`src/hw/rtl/pwc_pkg.sv`:
```
`timescale 1ns / 1ps
// shared types, constants and the prbs31 word generator for the prbs31 word checker
// no dependencies; every other file of the block refers to this package by scoped names

package pwc_pkg;

	// number of receive channels with their own checker state
	localparam int CHANNELS = 2;

	// prbs31 generator: x^31 + x^28 + 1, seeded all ones
	localparam int LFSR_W = 31;
	localparam int WORD_W = 32;
	localparam logic [LFSR_W-1:0] LFSR_SEED = {LFSR_W{1'b1}};
	localparam int TAP_HI = 30;
	localparam int TAP_LO = 27;

	// reset value of the word limit register
	localparam logic [WORD_W-1:0] TOTAL_WORDS_RESET = 32'd16777216;

	// queue between front and back
	localparam int QUEUE_DEPTH = 4;
	localparam int QPTR_W = $clog2(QUEUE_DEPTH);
	localparam int QCNT_W = $clog2(QUEUE_DEPTH + 1);

	// configuration register indexes
	localparam int CFG_IDX_W = 2;
	typedef enum logic [CFG_IDX_W-1:0] {
		REG_TOTAL_WORDS = 2'd0,
		REG_LEFT_MASK   = 2'd1,
		REG_RIGHT_MASK  = 2'd2
	} cfg_reg_t;

	// alignment class given to a word by the front
	typedef enum logic [1:0] {
		ALIGN_NONE,
		ALIGN_LEFT,
		ALIGN_RIGHT,
		ALIGN_SKIP
	} align_mode_t;

	// input transaction
	typedef struct packed {
		logic              channel;
		logic [WORD_W-1:0] rx_word;
	} pwc_in_t;

	// result transaction
	typedef struct packed {
		logic              out_channel;
		logic              checked;
		logic              mismatch;
		logic [WORD_W-1:0] compared_word;
		logic [WORD_W-1:0] expected_word;
		logic [WORD_W-1:0] error_total;
		logic              first_error_seen;
		logic [WORD_W-1:0] first_error_at;
		logic [WORD_W-1:0] words_counted;
		logic              complete;
	} pwc_out_t;

	// classified word carried through the queue
	typedef struct packed {
		logic              channel;
		align_mode_t       mode;
		logic [WORD_W-1:0] rx_word;
	} pwc_item_t;

	// generator state after one word and the word produced
	typedef struct packed {
		logic [LFSR_W-1:0] state;
		logic [WORD_W-1:0] word;
	} prbs_step_t;

	// advance the generator 32 bits, first bit lands in the word msb
	function automatic prbs_step_t prbs_next(input logic [LFSR_W-1:0] seed);
		prbs_step_t r;
		logic [LFSR_W-1:0] s;
		logic [WORD_W-1:0] w;
		logic fb;
		s = seed;
		w = '0;
		for (int k = 0; k < WORD_W; k++) begin
			fb = s[TAP_HI] ^ s[TAP_LO];
			s = {s[LFSR_W-2:0], fb};
			w = {w[WORD_W-2:0], fb};
		end
		r.state = s;
		r.word = w;
		return r;
	endfunction

endpackage

```
`src/hw/rtl/pwc_front.sv`:
```
`timescale 1ns / 1ps
// front of the checker: configuration registers, input register and alignment classification
// depends on pwc_pkg

module pwc_front (
	input  logic                             clk,
	input  logic                             arst_n,
	// configuration write channel
	input  logic                             cfg_valid,
	output logic                             cfg_ready,
	input  logic [pwc_pkg::CFG_IDX_W-1:0]    cfg_index,
	input  logic [pwc_pkg::WORD_W-1:0]       cfg_data,
	// input transactions
	input  logic                             in_valid,
	output logic                             in_stall,
	input  pwc_pkg::pwc_in_t                 in_data,
	// toward the queue
	output logic                             push,
	output pwc_pkg::pwc_item_t               push_item,
	input  logic                             q_full,
	// to the back
	output logic [pwc_pkg::WORD_W-1:0]       word_limit
);

	logic [pwc_pkg::WORD_W-1:0] word_limit_q;
	logic [1:0]                 left_mask_q;
	logic [1:0]                 right_mask_q;
	logic                       valid_s1;
	pwc_pkg::pwc_item_t         item_s1;
	pwc_pkg::pwc_item_t         item_cls;
	logic                       advance;
	logic                       in_range;
	logic                       right_sel;
	logic                       left_sel;

	// configuration registers, always ready
	assign cfg_ready = 1'b1;

	always_ff @(posedge clk or negedge arst_n) begin
		if (!arst_n) begin
			word_limit_q <= pwc_pkg::TOTAL_WORDS_RESET;
			left_mask_q <= '0;
			right_mask_q <= '0;
		end else if (cfg_valid && cfg_ready) begin
			case (pwc_pkg::cfg_reg_t'(cfg_index))
				pwc_pkg::REG_TOTAL_WORDS: word_limit_q <= cfg_data;
				pwc_pkg::REG_LEFT_MASK:   left_mask_q <= cfg_data[1:0];
				pwc_pkg::REG_RIGHT_MASK:  right_mask_q <= cfg_data[1:0];
				default: ;
			endcase
		end
	end

	assign word_limit = word_limit_q;

	// classify the incoming word; right alignment wins over left
	always_comb begin
		in_range = 32'(in_data.channel) < pwc_pkg::CHANNELS;
		right_sel = right_mask_q[in_data.channel];
		left_sel = left_mask_q[in_data.channel];
		item_cls.channel = in_data.channel;
		item_cls.rx_word = in_data.rx_word;
		if (!in_range)
			item_cls.mode = pwc_pkg::ALIGN_SKIP;
		else if (right_sel)
			item_cls.mode = pwc_pkg::ALIGN_RIGHT;
		else if (left_sel)
			item_cls.mode = pwc_pkg::ALIGN_LEFT;
		else
			item_cls.mode = pwc_pkg::ALIGN_NONE;
	end

	// input register; moves into the queue whenever the queue has room
	assign push = valid_s1 && !q_full;
	assign advance = !valid_s1 || !q_full;
	assign in_stall = !advance;

	always_ff @(posedge clk or negedge arst_n) begin
		if (!arst_n) begin
			valid_s1 <= 1'b0;
		end else if (advance) begin
			valid_s1 <= in_valid;
		end
	end

	always_ff @(posedge clk) begin
		if (advance && in_valid) begin
			item_s1 <= item_cls;
		end
	end

	assign push_item = item_s1;

endmodule

```
`src/hw/rtl/pwc_queue.sv`:
```
`timescale 1ns / 1ps
// short queue of classified words between front and back
// depends on pwc_pkg

module pwc_queue (
	input  logic               clk,
	input  logic               arst_n,
	input  logic               push,
	input  pwc_pkg::pwc_item_t push_item,
	output logic               full,
	input  logic               pop,
	output logic               not_empty,
	output pwc_pkg::pwc_item_t head
);

	pwc_pkg::pwc_item_t             entry_q [pwc_pkg::QUEUE_DEPTH];
	logic [pwc_pkg::QPTR_W-1:0]     wr_ptr_q;
	logic [pwc_pkg::QPTR_W-1:0]     rd_ptr_q;
	logic [pwc_pkg::QCNT_W-1:0]     count_q;
	logic                           do_push;
	logic                           do_pop;

	assign full = count_q == pwc_pkg::QCNT_W'(pwc_pkg::QUEUE_DEPTH);
	assign not_empty = count_q != '0;
	assign do_push = push && !full;
	assign do_pop = pop && not_empty;
	assign head = entry_q[rd_ptr_q];

	// pointers and fill count
	always_ff @(posedge clk or negedge arst_n) begin
		if (!arst_n) begin
			wr_ptr_q <= '0;
			rd_ptr_q <= '0;
			count_q <= '0;
		end else begin
			if (do_push)
				wr_ptr_q <= wr_ptr_q + 1'b1;
			if (do_pop)
				rd_ptr_q <= rd_ptr_q + 1'b1;
			if (do_push && !do_pop)
				count_q <= count_q + 1'b1;
			else if (do_pop && !do_push)
				count_q <= count_q - 1'b1;
		end
	end

	// storage
	always_ff @(posedge clk) begin
		if (do_push)
			entry_q[wr_ptr_q] <= push_item;
	end

endmodule

```
`src/hw/rtl/pwc_back.sv`:
```
`timescale 1ns / 1ps
// back of the checker: per-channel prbs31 state, compare and counters, result register
// depends on pwc_pkg

module pwc_back (
	input  logic                       clk,
	input  logic                       arst_n,
	input  logic                       q_not_empty,
	input  pwc_pkg::pwc_item_t         head,
	output logic                       pop,
	input  logic [pwc_pkg::WORD_W-1:0] word_limit,
	output logic                       out_valid,
	input  logic                       out_stall,
	output pwc_pkg::pwc_out_t          out_data
);

	localparam logic [pwc_pkg::WORD_W-1:0] ALL_ONES = '1;

	logic [pwc_pkg::LFSR_W-1:0] lfsr_q [pwc_pkg::CHANNELS];
	logic [pwc_pkg::WORD_W-1:0] prev_word_q [pwc_pkg::CHANNELS];
	logic                       prev_valid_q [pwc_pkg::CHANNELS];
	logic [pwc_pkg::WORD_W-1:0] word_count_q [pwc_pkg::CHANNELS];
	logic [pwc_pkg::WORD_W-1:0] error_count_q [pwc_pkg::CHANNELS];
	logic                       first_err_valid_q [pwc_pkg::CHANNELS];
	logic [pwc_pkg::WORD_W-1:0] first_err_index_q [pwc_pkg::CHANNELS];

	logic                       out_valid_q;
	pwc_pkg::pwc_out_t          out_q;

	logic                       c;
	logic                       skip;
	logic                       active;
	logic                       check;
	logic                       bad;
	logic [pwc_pkg::WORD_W-1:0] cmp;
	logic [pwc_pkg::WORD_W-1:0] cmp_raw;
	pwc_pkg::prbs_step_t        gen;
	logic [pwc_pkg::WORD_W-1:0] wc_nxt;
	logic [pwc_pkg::WORD_W-1:0] err_nxt;
	logic                       fev_nxt;
	logic [pwc_pkg::WORD_W-1:0] fei_nxt;
	logic                       prev_upd;
	pwc_pkg::pwc_out_t          res;

	// take a word when the result register is free or being drained
	assign pop = q_not_empty && (!out_valid_q || !out_stall);

	// alignment, compare and counter updates for the head word
	always_comb begin
		c = head.channel;
		skip = head.mode == pwc_pkg::ALIGN_SKIP;
		active = word_count_q[c] < word_limit;
		check = 1'b0;
		prev_upd = 1'b0;
		cmp_raw = head.rx_word;
		case (head.mode)
			pwc_pkg::ALIGN_RIGHT: begin
				check = active;
				prev_upd = active;
				cmp_raw = {prev_valid_q[c] & prev_word_q[c][0], head.rx_word[31:1]};
			end
			pwc_pkg::ALIGN_LEFT: begin
				check = active && prev_valid_q[c];
				prev_upd = 1'b1;
				cmp_raw = {prev_word_q[c][30:0], head.rx_word[31]};
			end
			pwc_pkg::ALIGN_NONE: begin
				check = active;
				cmp_raw = head.rx_word;
			end
			default: ;
		endcase
		gen = pwc_pkg::prbs_next(lfsr_q[c]);
		cmp = check ? cmp_raw : '0;
		bad = check && (cmp_raw != gen.word);
		err_nxt = (bad && error_count_q[c] != ALL_ONES) ? error_count_q[c] + 1'b1
			: error_count_q[c];
		fev_nxt = first_err_valid_q[c] || bad;
		fei_nxt = (bad && !first_err_valid_q[c]) ? word_count_q[c] : first_err_index_q[c];
		wc_nxt = check ? word_count_q[c] + 1'b1 : word_count_q[c];
	end

	// assemble the result; words for missing channels report only the channel
	always_comb begin
		res = '0;
		res.out_channel = c;
		if (!skip) begin
			res.checked = check;
			res.mismatch = bad;
			res.compared_word = cmp;
			res.expected_word = check ? gen.word : '0;
			res.error_total = err_nxt;
			res.first_error_seen = fev_nxt;
			res.first_error_at = fei_nxt;
			res.words_counted = wc_nxt;
			res.complete = wc_nxt == word_limit;
		end
	end

	// per-channel state
	always_ff @(posedge clk or negedge arst_n) begin
		if (!arst_n) begin
			for (int i = 0; i < pwc_pkg::CHANNELS; i++) begin
				lfsr_q[i] <= pwc_pkg::LFSR_SEED;
				prev_word_q[i] <= '0;
				prev_valid_q[i] <= 1'b0;
				word_count_q[i] <= '0;
				error_count_q[i] <= '0;
				first_err_valid_q[i] <= 1'b0;
				first_err_index_q[i] <= '0;
			end
		end else if (pop && !skip) begin
			if (check)
				lfsr_q[c] <= gen.state;
			if (prev_upd) begin
				prev_word_q[c] <= head.rx_word;
				prev_valid_q[c] <= 1'b1;
			end
			word_count_q[c] <= wc_nxt;
			error_count_q[c] <= err_nxt;
			first_err_valid_q[c] <= fev_nxt;
			first_err_index_q[c] <= fei_nxt;
		end
	end

	// result register
	always_ff @(posedge clk or negedge arst_n) begin
		if (!arst_n) begin
			out_valid_q <= 1'b0;
		end else if (pop) begin
			out_valid_q <= 1'b1;
		end else if (!out_stall) begin
			out_valid_q <= 1'b0;
		end
	end

	always_ff @(posedge clk) begin
		if (pop)
			out_q <= res;
	end

	assign out_valid = out_valid_q;
	assign out_data = out_q;

	// a mismatch is only reported for a compared word
	a_mismatch_checked: assert property (@(posedge clk) disable iff (!arst_n)
		out_valid_q && out_q.mismatch |-> out_q.checked)
		else $error("mismatch reported on a word that was not compared");

	// a mismatch leaves a nonzero error count and a latched first error
	a_mismatch_counted: assert property (@(posedge clk) disable iff (!arst_n)
		out_valid_q && out_q.mismatch |-> out_q.error_total != '0 && out_q.first_error_seen)
		else $error("mismatch not reflected in error count or first error flag");

	// words that were not compared carry no compared or expected word
	a_unchecked_zero: assert property (@(posedge clk) disable iff (!arst_n)
		out_valid_q && !out_q.checked |-> out_q.compared_word == '0
			&& out_q.expected_word == '0)
		else $error("unchecked word reports nonzero compare data");

	// a pending result is held while the receiver stalls
	a_hold_on_stall: assert property (@(posedge clk) disable iff (!arst_n)
		out_valid_q && out_stall |=> out_valid_q && $stable(out_q))
		else $error("result changed while stalled");

endmodule

```
`src/hw/rtl/prbs31_word_checker_unit.sv`:
```
`timescale 1ns / 1ps
// top level of the prbs31 word checker: front, queue and back joined together
// depends on pwc_pkg, pwc_front, pwc_queue, pwc_back
//
// usage
//  in channel: in_valid / in_stall carry one received word (channel, rx_word) per
//  transaction. out channel: out_valid / out_stall carry one result per word, in order.
//  cfg channel: cfg_valid / cfg_ready write the word limit (index 0), left_align_mask
//  (index 1) and right_align_mask (index 2); other indexes are ignored. cfg_ready is
//  always high. write configuration only while no word is in flight.
//  path: a taken word lands in the input register, then a queue entry, then the
//  result register. throughput: one word per cycle while out_stall stays low, set by
//  the per-channel update in the back (32-bit prbs advance, compare and counters).
//  reset: every channel generator returns to the all-ones seed, counters and the
//  previous-word store clear, registers take their reset values; no clearing pass.
//  stall: a stalled result holds; the queue (four entries) and the input register
//  keep taking words until they fill, then in_stall rises.

module prbs31_word_checker_unit (
	input  logic                          clk,
	input  logic                          arst_n,
	input  logic                          cfg_valid,
	output logic                          cfg_ready,
	input  logic [pwc_pkg::CFG_IDX_W-1:0] cfg_index,
	input  logic [pwc_pkg::WORD_W-1:0]    cfg_data,
	input  logic                          in_valid,
	output logic                          in_stall,
	input  pwc_pkg::pwc_in_t              in_data,
	output logic                          out_valid,
	input  logic                          out_stall,
	output pwc_pkg::pwc_out_t             out_data
);

	logic                       push;
	pwc_pkg::pwc_item_t         push_item;
	logic                       q_full;
	logic                       q_not_empty;
	logic                       pop;
	pwc_pkg::pwc_item_t         head;
	logic [pwc_pkg::WORD_W-1:0] word_limit;

	// accept and classify
	pwc_front u_front (
		.clk         (clk),
		.arst_n      (arst_n),
		.cfg_valid   (cfg_valid),
		.cfg_ready   (cfg_ready),
		.cfg_index   (cfg_index),
		.cfg_data    (cfg_data),
		.in_valid    (in_valid),
		.in_stall    (in_stall),
		.in_data     (in_data),
		.push        (push),
		.push_item   (push_item),
		.q_full      (q_full),
		.word_limit  (word_limit)
	);

	// decoupling queue
	pwc_queue u_queue (
		.clk       (clk),
		.arst_n    (arst_n),
		.push      (push),
		.push_item (push_item),
		.full      (q_full),
		.pop       (pop),
		.not_empty (q_not_empty),
		.head      (head)
	);

	// check and report
	pwc_back u_back (
		.clk         (clk),
		.arst_n      (arst_n),
		.q_not_empty (q_not_empty),
		.head        (head),
		.pop         (pop),
		.word_limit  (word_limit),
		.out_valid   (out_valid),
		.out_stall   (out_stall),
		.out_data    (out_data)
	);

endmodule

```
`config.mk`:
```
export PLATFORM = sky130hd
export DESIGN_NAME = prbs31_word_checker_unit
export DESIGN_NICKNAME = d
export VERILOG_FILES = /design/src/hw/rtl/pwc_pkg.sv /design/src/hw/rtl/pwc_front.sv /design/src/hw/rtl/pwc_queue.sv /design/src/hw/rtl/pwc_back.sv /design/src/hw/rtl/prbs31_word_checker_unit.sv
export SDC_FILE = /design/constraint.sdc
export NUM_CORES = 1
export LEC_CHECK = 0
export ABC_CLOCK_PERIOD_IN_PS = 5700
export BUFFER_PORTS_ARGS = -buffer_cell sky130_fd_sc_hd__buf_2
export CAP_MARGIN = 15
export CORE_MARGIN = 2
export CORE_UTILIZATION = 55
export DETAILED_ROUTE_END_ITERATION = 6
export GPL_ROUTABILITY_DRIVEN = 0
export MAX_ROUTING_LAYER = met4
export PLACE_DENSITY = 0.77
export REMOVE_ABC_BUFFERS = 1
export SLEW_MARGIN = 20
export SYNTH_ARGS = -nofsm -noshare
export SYNTH_HDL_FRONTEND = slang
export SYNTH_HIERARCHICAL = 1
export SYNTH_SLANG_ARGS = --single-unit
```
`constraint.sdc`:
```
create_clock -name clk -period 5.7 [get_ports clk]
set_input_delay 1.14 -clock clk [delete_from_list [all_inputs] [get_ports clk]]
set_output_delay 1.14 -clock clk [all_outputs]
set_load 0.02 [all_outputs]
```
==> results of run 1 <==
## cells in the mapped netlist (all sizes together) (58+ instances only)
cell type / count / share of area [%]
nor3: 75 / 1.2
o21ai: 227 / 3.5
edfxtp: 340 / 31
a211oi: 58 / 1.3
xor2: 98 / 2.6
inv: 80 / 0.92
buf: 64 / 1.3
nand2: 269 / 3.1
nor2: 177 / 2.0
clkbuf: 88 / 1.0
xnor2: 130 / 3.5
dfstp: 63 / 5.1
mux2i: 87 / 2.7
mux2: 131 / 4.5
dfrtp: 302 / 23
## worst max-delay path, stage by stage (launching register included)
cell      delay (ns)
edfxtp_1        0.46
mux4_4          0.83
mux2i_1         0.38
inv_1           0.16
ha_1            0.34
a21oi_1         0.18
nand2_1         0.08
a221oi_1        0.35
buf_4           0.20
nand3_1         0.09
or2_2           0.49
buf_4           0.23
nor2_1          0.25
nand4_1         0.55
xnor2_1         0.54
nor2_1          0.07
## stage by stage
step,hold WS (ns),instances
6_report,0.460,3761
5_1_grt,0.476,3761
4_1_cts,0.464,3755
3_5_place_dp,0.453,3617
3_3_place_gp,0.447,3617
2_1_floorplan,0.434,2536
## cells by family (layout without fill, tap and decap cells)
family | count (synthesis) | after routing | synth area share, %
simple gates | 769 | 769 | 11.2
fa+ha+maj | 43 | 43 | 1.67
buf+inv | 232 | 527 | 3.21
mux | 253 | 254 | 9.71
compound gates | 457 | 457 | 8.56
other cells | 1 | 5 | 0.0115
xor+xnor | 228 | 228 | 6.12
flops | 705 | 705 | 59.5
## where the power goes
part | total (W) | internal, W | leakage, nW | switching, W
registers | 0.00719 | 0.00668 | 7.92 | 0.000516
logic | 0.00757 | 0.00250 | 6.42 | 0.00507
clock network | 0.00500 | 0.00295 | 1.26 | 0.00205
total | 0.0198 | 0.0121 | 15.6 | 0.00764
## worst paths after layout
check                                         start                            to  cells after the start
min in group asynchronous                    arst_n  u_back/first_err_index_q[17]                      1
min reg2reg                u_back/error_count_q[50]      u_back/error_count_q[50]                      1
max                          u_queue/entry_q[0][34]           u_back/out_data[70]                     15
min                        u_back/error_count_q[50]      u_back/error_count_q[50]                      1
max in group asynchronous                    arst_n      u_back/error_count_q[16]                      2
max reg2reg                  u_queue/entry_q[0][34]           u_back/out_data[70]                     15
## per-layer routing
layer / GRT usage [%] / up-vias / part of all wire, %
met4: 8.84 / 0 / 2.6
met5: - / - / 0
met1: 36.7 / 11200 / 42
met3: 3.86 / 152 / 7.2
met2: 42.3 / 941 / 48
li1: - / 10200 / -
## cell usage in the layout (no fill, tap or decap), drive strengths merged, types with 86 or more instances in the layout
cell,netlist,layout
buf,64,309
clkbuf,88,101
dfrtp,302,302
edfxtp,340,340
inv,80,86
mux2,131,131
mux2i,87,87
nand2,269,269
nor2,177,177
o21ai,227,227
xnor2,130,130
xor2,98,98
## sequential cells by signal, summed over array words and instances, names as in the netlist
name and cells:
u_back/out_data 165, u_queue/entry_q 140, u_back/error_count_q 64, u_back/first_err_index_q 64, u_back/word_count_q 64, u_back/lfsr_q 62
u_back/prev_word_q 62, u_front/push_item 35, u_front/word_limit 32, u_queue/count_q 3, u_back/first_err_valid_q 2, u_back/prev_valid_q 2
u_front/left_mask_q 2, u_front/right_mask_q 2, u_queue/rd_ptr_q 2, u_queue/wr_ptr_q 2, u_back/out_valid 1, u_front/valid_s1 1
## repair_timing
action | 4_1_cts | 5_1_grt
resized for setup | 0 | 7
buffers inserted | 0 | 0
setup endpoints to repair | 0 | 29
## final cells by class
class                      instances  area, sq um  area share [%]
sequential                       705        19400            52.0
multi-input combinational       1752        12300            32.8
clock buffer                     101         2070            5.53
timing repair buffer             309         1840            4.93
tap                              773          967            2.59
clock inverter                    37          474            1.27
inverter                          80          305           0.817
antenna                            4         10.0          0.0268
==> results by group, run 1 <==
STA
  • Final setup fails: 0
  • Final Hold Fails: 0
  • Least-Margin Pin Slew: 0.988 ns
  • Worst relative slew slack: 34.2%
  • Fmax: 183 MHz
  • Clock Skew: 0.0274 ns
  • Final worst setup slack: 0.228 ns
  • Tmin final: 5.47 ns
  • Final worst-path cycle share: 96.0%
  • Slew Viols, Final: 0
  • RSZ-0062 raised after global routing: false
  • Fin Setup TNS: 0 ns

Route
  • Antenna Nets Post-Route: 0
  • Vias: 22,500
  • Wire length per cell: 21.5 microns
  • Via density: 5.97
  • Drt pass-1 iters: 7
  • DR DRC count: 8
  • DRT Wirelength: 80,900 microns
  • DRT iter0 DRCs: 1,911

Global route
  • Global-route usage over all layers: 27.0%
  • Initial antenna violation count: 4
  • First-pass GRT wire length: 125,000 microns
  • Pin count of the biggest net entering global routing: 140
  • Gr ovfl total: 0
  • Vias in the first global route: 22,200

Floorplanning
  • Die height: 248 microns
  • Core ar.: 0.0588 sq mm
  • Row cnt: 89
  • Die width: 248 microns
  • Ports: 240
  • Die Footprint: 0.0613 sq mm
  • Initial core utilization: 55.5%

Clock tree
  • Clk Tree Root Cell: clkbuf_16
  • CTS Buf Count: 74
  • Hold buffer count at cts: 0
  • H-tree levels: 3
  • Worst-Skew Late Latency: 0.63 ns
  • Clock Sinks: 705
  • Clock slew at reported path FFs: 0.06 ns
  • CTS tree: yes
  • Clk buf depth: 3

Synth
  • Unique masters post-synth: 83
  • Synth Area per Inst: 12.1 sq um
  • Synth warn: 6
  • Seq cells post-synth: 705
  • EDFF count, synth: 340
  • Async set-reset flop share out of synthesis: 51.8%
  • Mapped Cells: 2,688
  • Post-Synthesis Cell Area: 0.0326 sq mm
  • Sequential area share after synthesis: 59.5%
  • Dominant synthesized flop cell: edfxtp_1

Place
  • HPWL after DPL: 53,400 microns
  • DP Worst Slack: 0.201 ns
  • Placed instance area: 0.0347 sq mm
  • Count of input and output buffers: 238

Run status
  • Run status: finished with violations
  • Failing checks: design-rule violations

Final layout
  • Share of post-route cells with drive strength above 1: 22.9%
  • Final #Nets: 3,037
  • Finished layout cell area: 0.0374 sq mm
  • Post-route core utilization: 63.5%
  • Synthesis-to-layout area growth: 14.4%
  • Fillers: 4,386

Power and ir drop
  • Pwr Density: 529 mW/mm^2
  • Maximum vdd drop: 0.346 mV
  • Power Total: 0.0198 W
  • Leak: 15.6 nW

Worst setup path
  • Arrival time at the worst endpoint: 5.83 ns
  • Worst Path Max Fanout: 12
  • Startpoint Class: register
  • Worst Path Required: 6.06 ns
  • Critical path class: register to register
  • R2R Setup Slk: 0.23 ns
  • Worst Setup End Kind: register

Worst hold path
  • Hold crit path type: register to register

Run
  • Max-cap viol count: 0
No activity file was read; power rests on OpenSTA's default activity.
==> inputs of run 2 (changes only) <==
--- a/config.mk
+++ b/config.mk
@@ -8,6 +8,7 @@
 export ABC_CLOCK_PERIOD_IN_PS = 5700
 export BUFFER_PORTS_ARGS = -buffer_cell sky130_fd_sc_hd__buf_2
 export CAP_MARGIN = 15
+export CORE_ASPECT_RATIO = 0.6
 export CORE_MARGIN = 2
 export CORE_UTILIZATION = 55
 export DETAILED_ROUTE_END_ITERATION = 6
==> run 2 against run 1 <==
Compared with the run above: the run still ends with design-rule violations left; sequential power about the same; power fell by 1.2%; count of clock-buffer cells in the layout shrank 5; fmax is 3.7% lower; largest cell class unchanged; largest power group unchanged; sequential share of layout area increased by 0.22 points; first-iteration DRC count up 41%; worst hold slack better by 0.0024 ns; critical path depth increased by 1; clock skew grew 0.0074 ns; die area up 0.10%.
==> results by group, run 2 (synthesis gave the netlist of run 1 again) <==
Place
  • Count of input and output buffers: 238
  • HPWL after DPL: 56,300 microns
  • Placed cells: 3,635
  • DP Worst Slack: -0.0654 ns
  • Placed instance area: 0.0348 sq mm

STA
  • Worst relative slew slack: 36.0%
  • Fmax: 176 MHz
  • Final setup fails: 0
  • Hold_ws: 0.463 ns
  • Slew Viols, Final: 0
  • Clock Skew: 0.0349 ns
  • Final Hold Fails: 0
  • Final worst-path cycle share: 99.7%
  • Tmin final: 5.68 ns
  • Final worst setup slack: 0.0194 ns
  • Least-Margin Pin Slew: 0.960 ns
  • Fin Setup TNS: 0 ns

Clock tree
  • H-tree levels: 3
  • Clock slew at reported path FFs: 0.07 ns
  • Clock Sinks: 705
  • CTS tree: yes
  • Clk buf depth: 3
  • CTS Buf Count: 66
  • Worst-Skew Late Latency: 0.62 ns
  • Clk Tree Root Cell: clkbuf_16

Route
  • Met3 WL post-DR: 7390 microns
  • Antenna Nets Post-Route: 0
  • DR DRC count: 63
  • Drt pass-1 iters: 7
  • DRT iter0 DRCs: 2,695
  • Wire length per cell: 22.3 microns
  • Vias: 22,700
  • DRT Wirelength: 83,900 microns
  • Metal2 WL: 35,200 microns
  • Top Layer Used: met4
  • Via density: 6.03
  • M1 WL: 39,100 microns

Floorplanning
  • Core ar.: 0.0590 sq mm
  • Die height: 193 microns
  • Row cnt: 69
  • Ports: 240
  • Die width: 319 microns
  • Die Footprint: 0.0614 sq mm
  • Initial core utilization: 55.4%

Power and ir drop
  • Maximum vdd drop: 0.340 mV
  • Clock share of power: 23.5%
  • Int Pwr: 0.0119 W
  • Seq pwr share: 36.7%
  • Leak: 15.5 nW
  • Pwr Density: 525 mW/mm^2
  • Sw frac: 39.2%
  • Combinational Power Share: 39.8%
  • Switch Pwr: 0.00766 W

Final layout
  • Fillers: 4,422
  • Finished layout cell area: 0.0372 sq mm
  • Most frequent cells in the layout: edfxtp_1 (340), dfrtp_1 (301), nand2_1 (267), buf_2 (237), o21ai_0 (226)
  • Finished Layout Cells: 3,762
  • Share of post-route cells with drive strength above 1: 22.8%
  • Synthesis-to-layout area growth: 14.0%
  • Most common cell after layout, fill and taps aside: edfxtp_1
  • Final #Nets: 3,040
  • Max reg flops: 165

Worst hold path
  • Min-delay src: u_back/word_count_q[40]
  • Hold crit path type: register to register

Global route
  • Vias in the first global route: 22,100
  • Gr ovfl total: 0
  • Global-route usage over all layers: 27.8%
  • Initial antenna violation count: 3
  • First-pass GRT wire length: 128,000 microns
  • Pin count of the biggest net entering global routing: 129

Worst setup path
  • Worst Setup End Kind: register
  • Worst Setup SP: u_queue/entry_q[3][34]
  • Startpoint Class: register
  • Worst Path Required: 6.18 ns
  • Arrival time at the worst endpoint: 6.16 ns
  • FF-to-FF Start: u_queue/entry_q[3][34]
  • Critical path class: register to register
  • Worst Path Max Fanout: 61

Run status
  • Run status: finished with violations
  • Failing checks: design-rule violations

Run
  • Max-cap viol count: 0
## run 2: changes by cell type in the layout (fill, tap and decap cells not counted), sizes merged
cell	previous run	this run
inv	86	81
clkbuf	101	96
clkinv	23	15
buf	309	320
bufinv	8	7
clkinvlp	0	2
diode	4	3
## run 2: path summary, 6_finish.rpt
kind,slack (ns),cells past startpoint,end
max in group asynchronous,4.02,2,u_back/error_count_q[49]
max reg2reg,0.02,16,u_back/out_data[0]
max,0.02,16,u_back/out_data[0]
min reg2reg,0.46,1,u_back/word_count_q[40]
min in group asynchronous,0.62,1,u_back/prev_word_q[25]
min,0.46,1,u_back/word_count_q[40]
## run 2: per-layer routing
metal	global-route usage (%)	up-vias
li1	-	10100
met3	5.91	189
met2	38.3	1049
met1	41.8	11300
met5	-	-
met4	7.16	0
## run 2: per-stage QoR
step,utilization (%),power (W)
after floorplan,-,0.0121
after detailed placement,59.0,0.0148
after global placement,59.0,0.0145
after CTS,62.9,0.0194
after global routing,63.1,0.0204
final,63.1,0.0195
## run 2: repair_timing
| item | CTS | global route |
|---|---|---|
| cloned | 0 | 1 |
| setup endpoints to repair | 23 | 63 |
| pin swaps | 0 | 1 |
| gates resized for setup | 4 | 15 |
| buffers inserted | 0 | 1 |
| hold buffers | 0 | 0 |
## run 2: worst max-delay path: stages (launching register included)
cell and delay (ns):
edfxtp_1 0.50, mux4_4 0.87, buf_4 0.26, mux2i_1 0.19, inv_1 0.15, ha_1 0.32, nand4_1 0.13, or4_1 0.67
nand2b_1 0.20, o22ai_1 0.20, or2_4 0.31, buf_12 0.26, o2111ai_1 0.17, o31ai_1 0.18, o2111ai_1 0.35, nor4b_2 0.48
and4_1 0.25
## run 2: area by class of cell
class,instances,area (sq um),area share (%)
Antenna cell,3,7.51,0.0202
Clock buffer,96,1890,5.07
Clock inverter,25,358,0.962
Inverter,80,310,0.834
Multi-Input combinational cell,1752,12300,33.0
Sequential cell,705,19400,52.2
Tap cell,781,977,2.63
Timing Repair Buffer,320,1940,5.23
## run 2: power groups by stage
stage	Sequential (W)	Combinational [W]	Clock, W
CTS	0.00715	0.00759	0.00467
global placement	0.00717	0.00735	0
floorplan	0.00774	0.00436	0
detailed placement	0.00723	0.00753	0
global route	0.00726	0.00831	0.00486
finish	0.00717	0.00777	0.00459
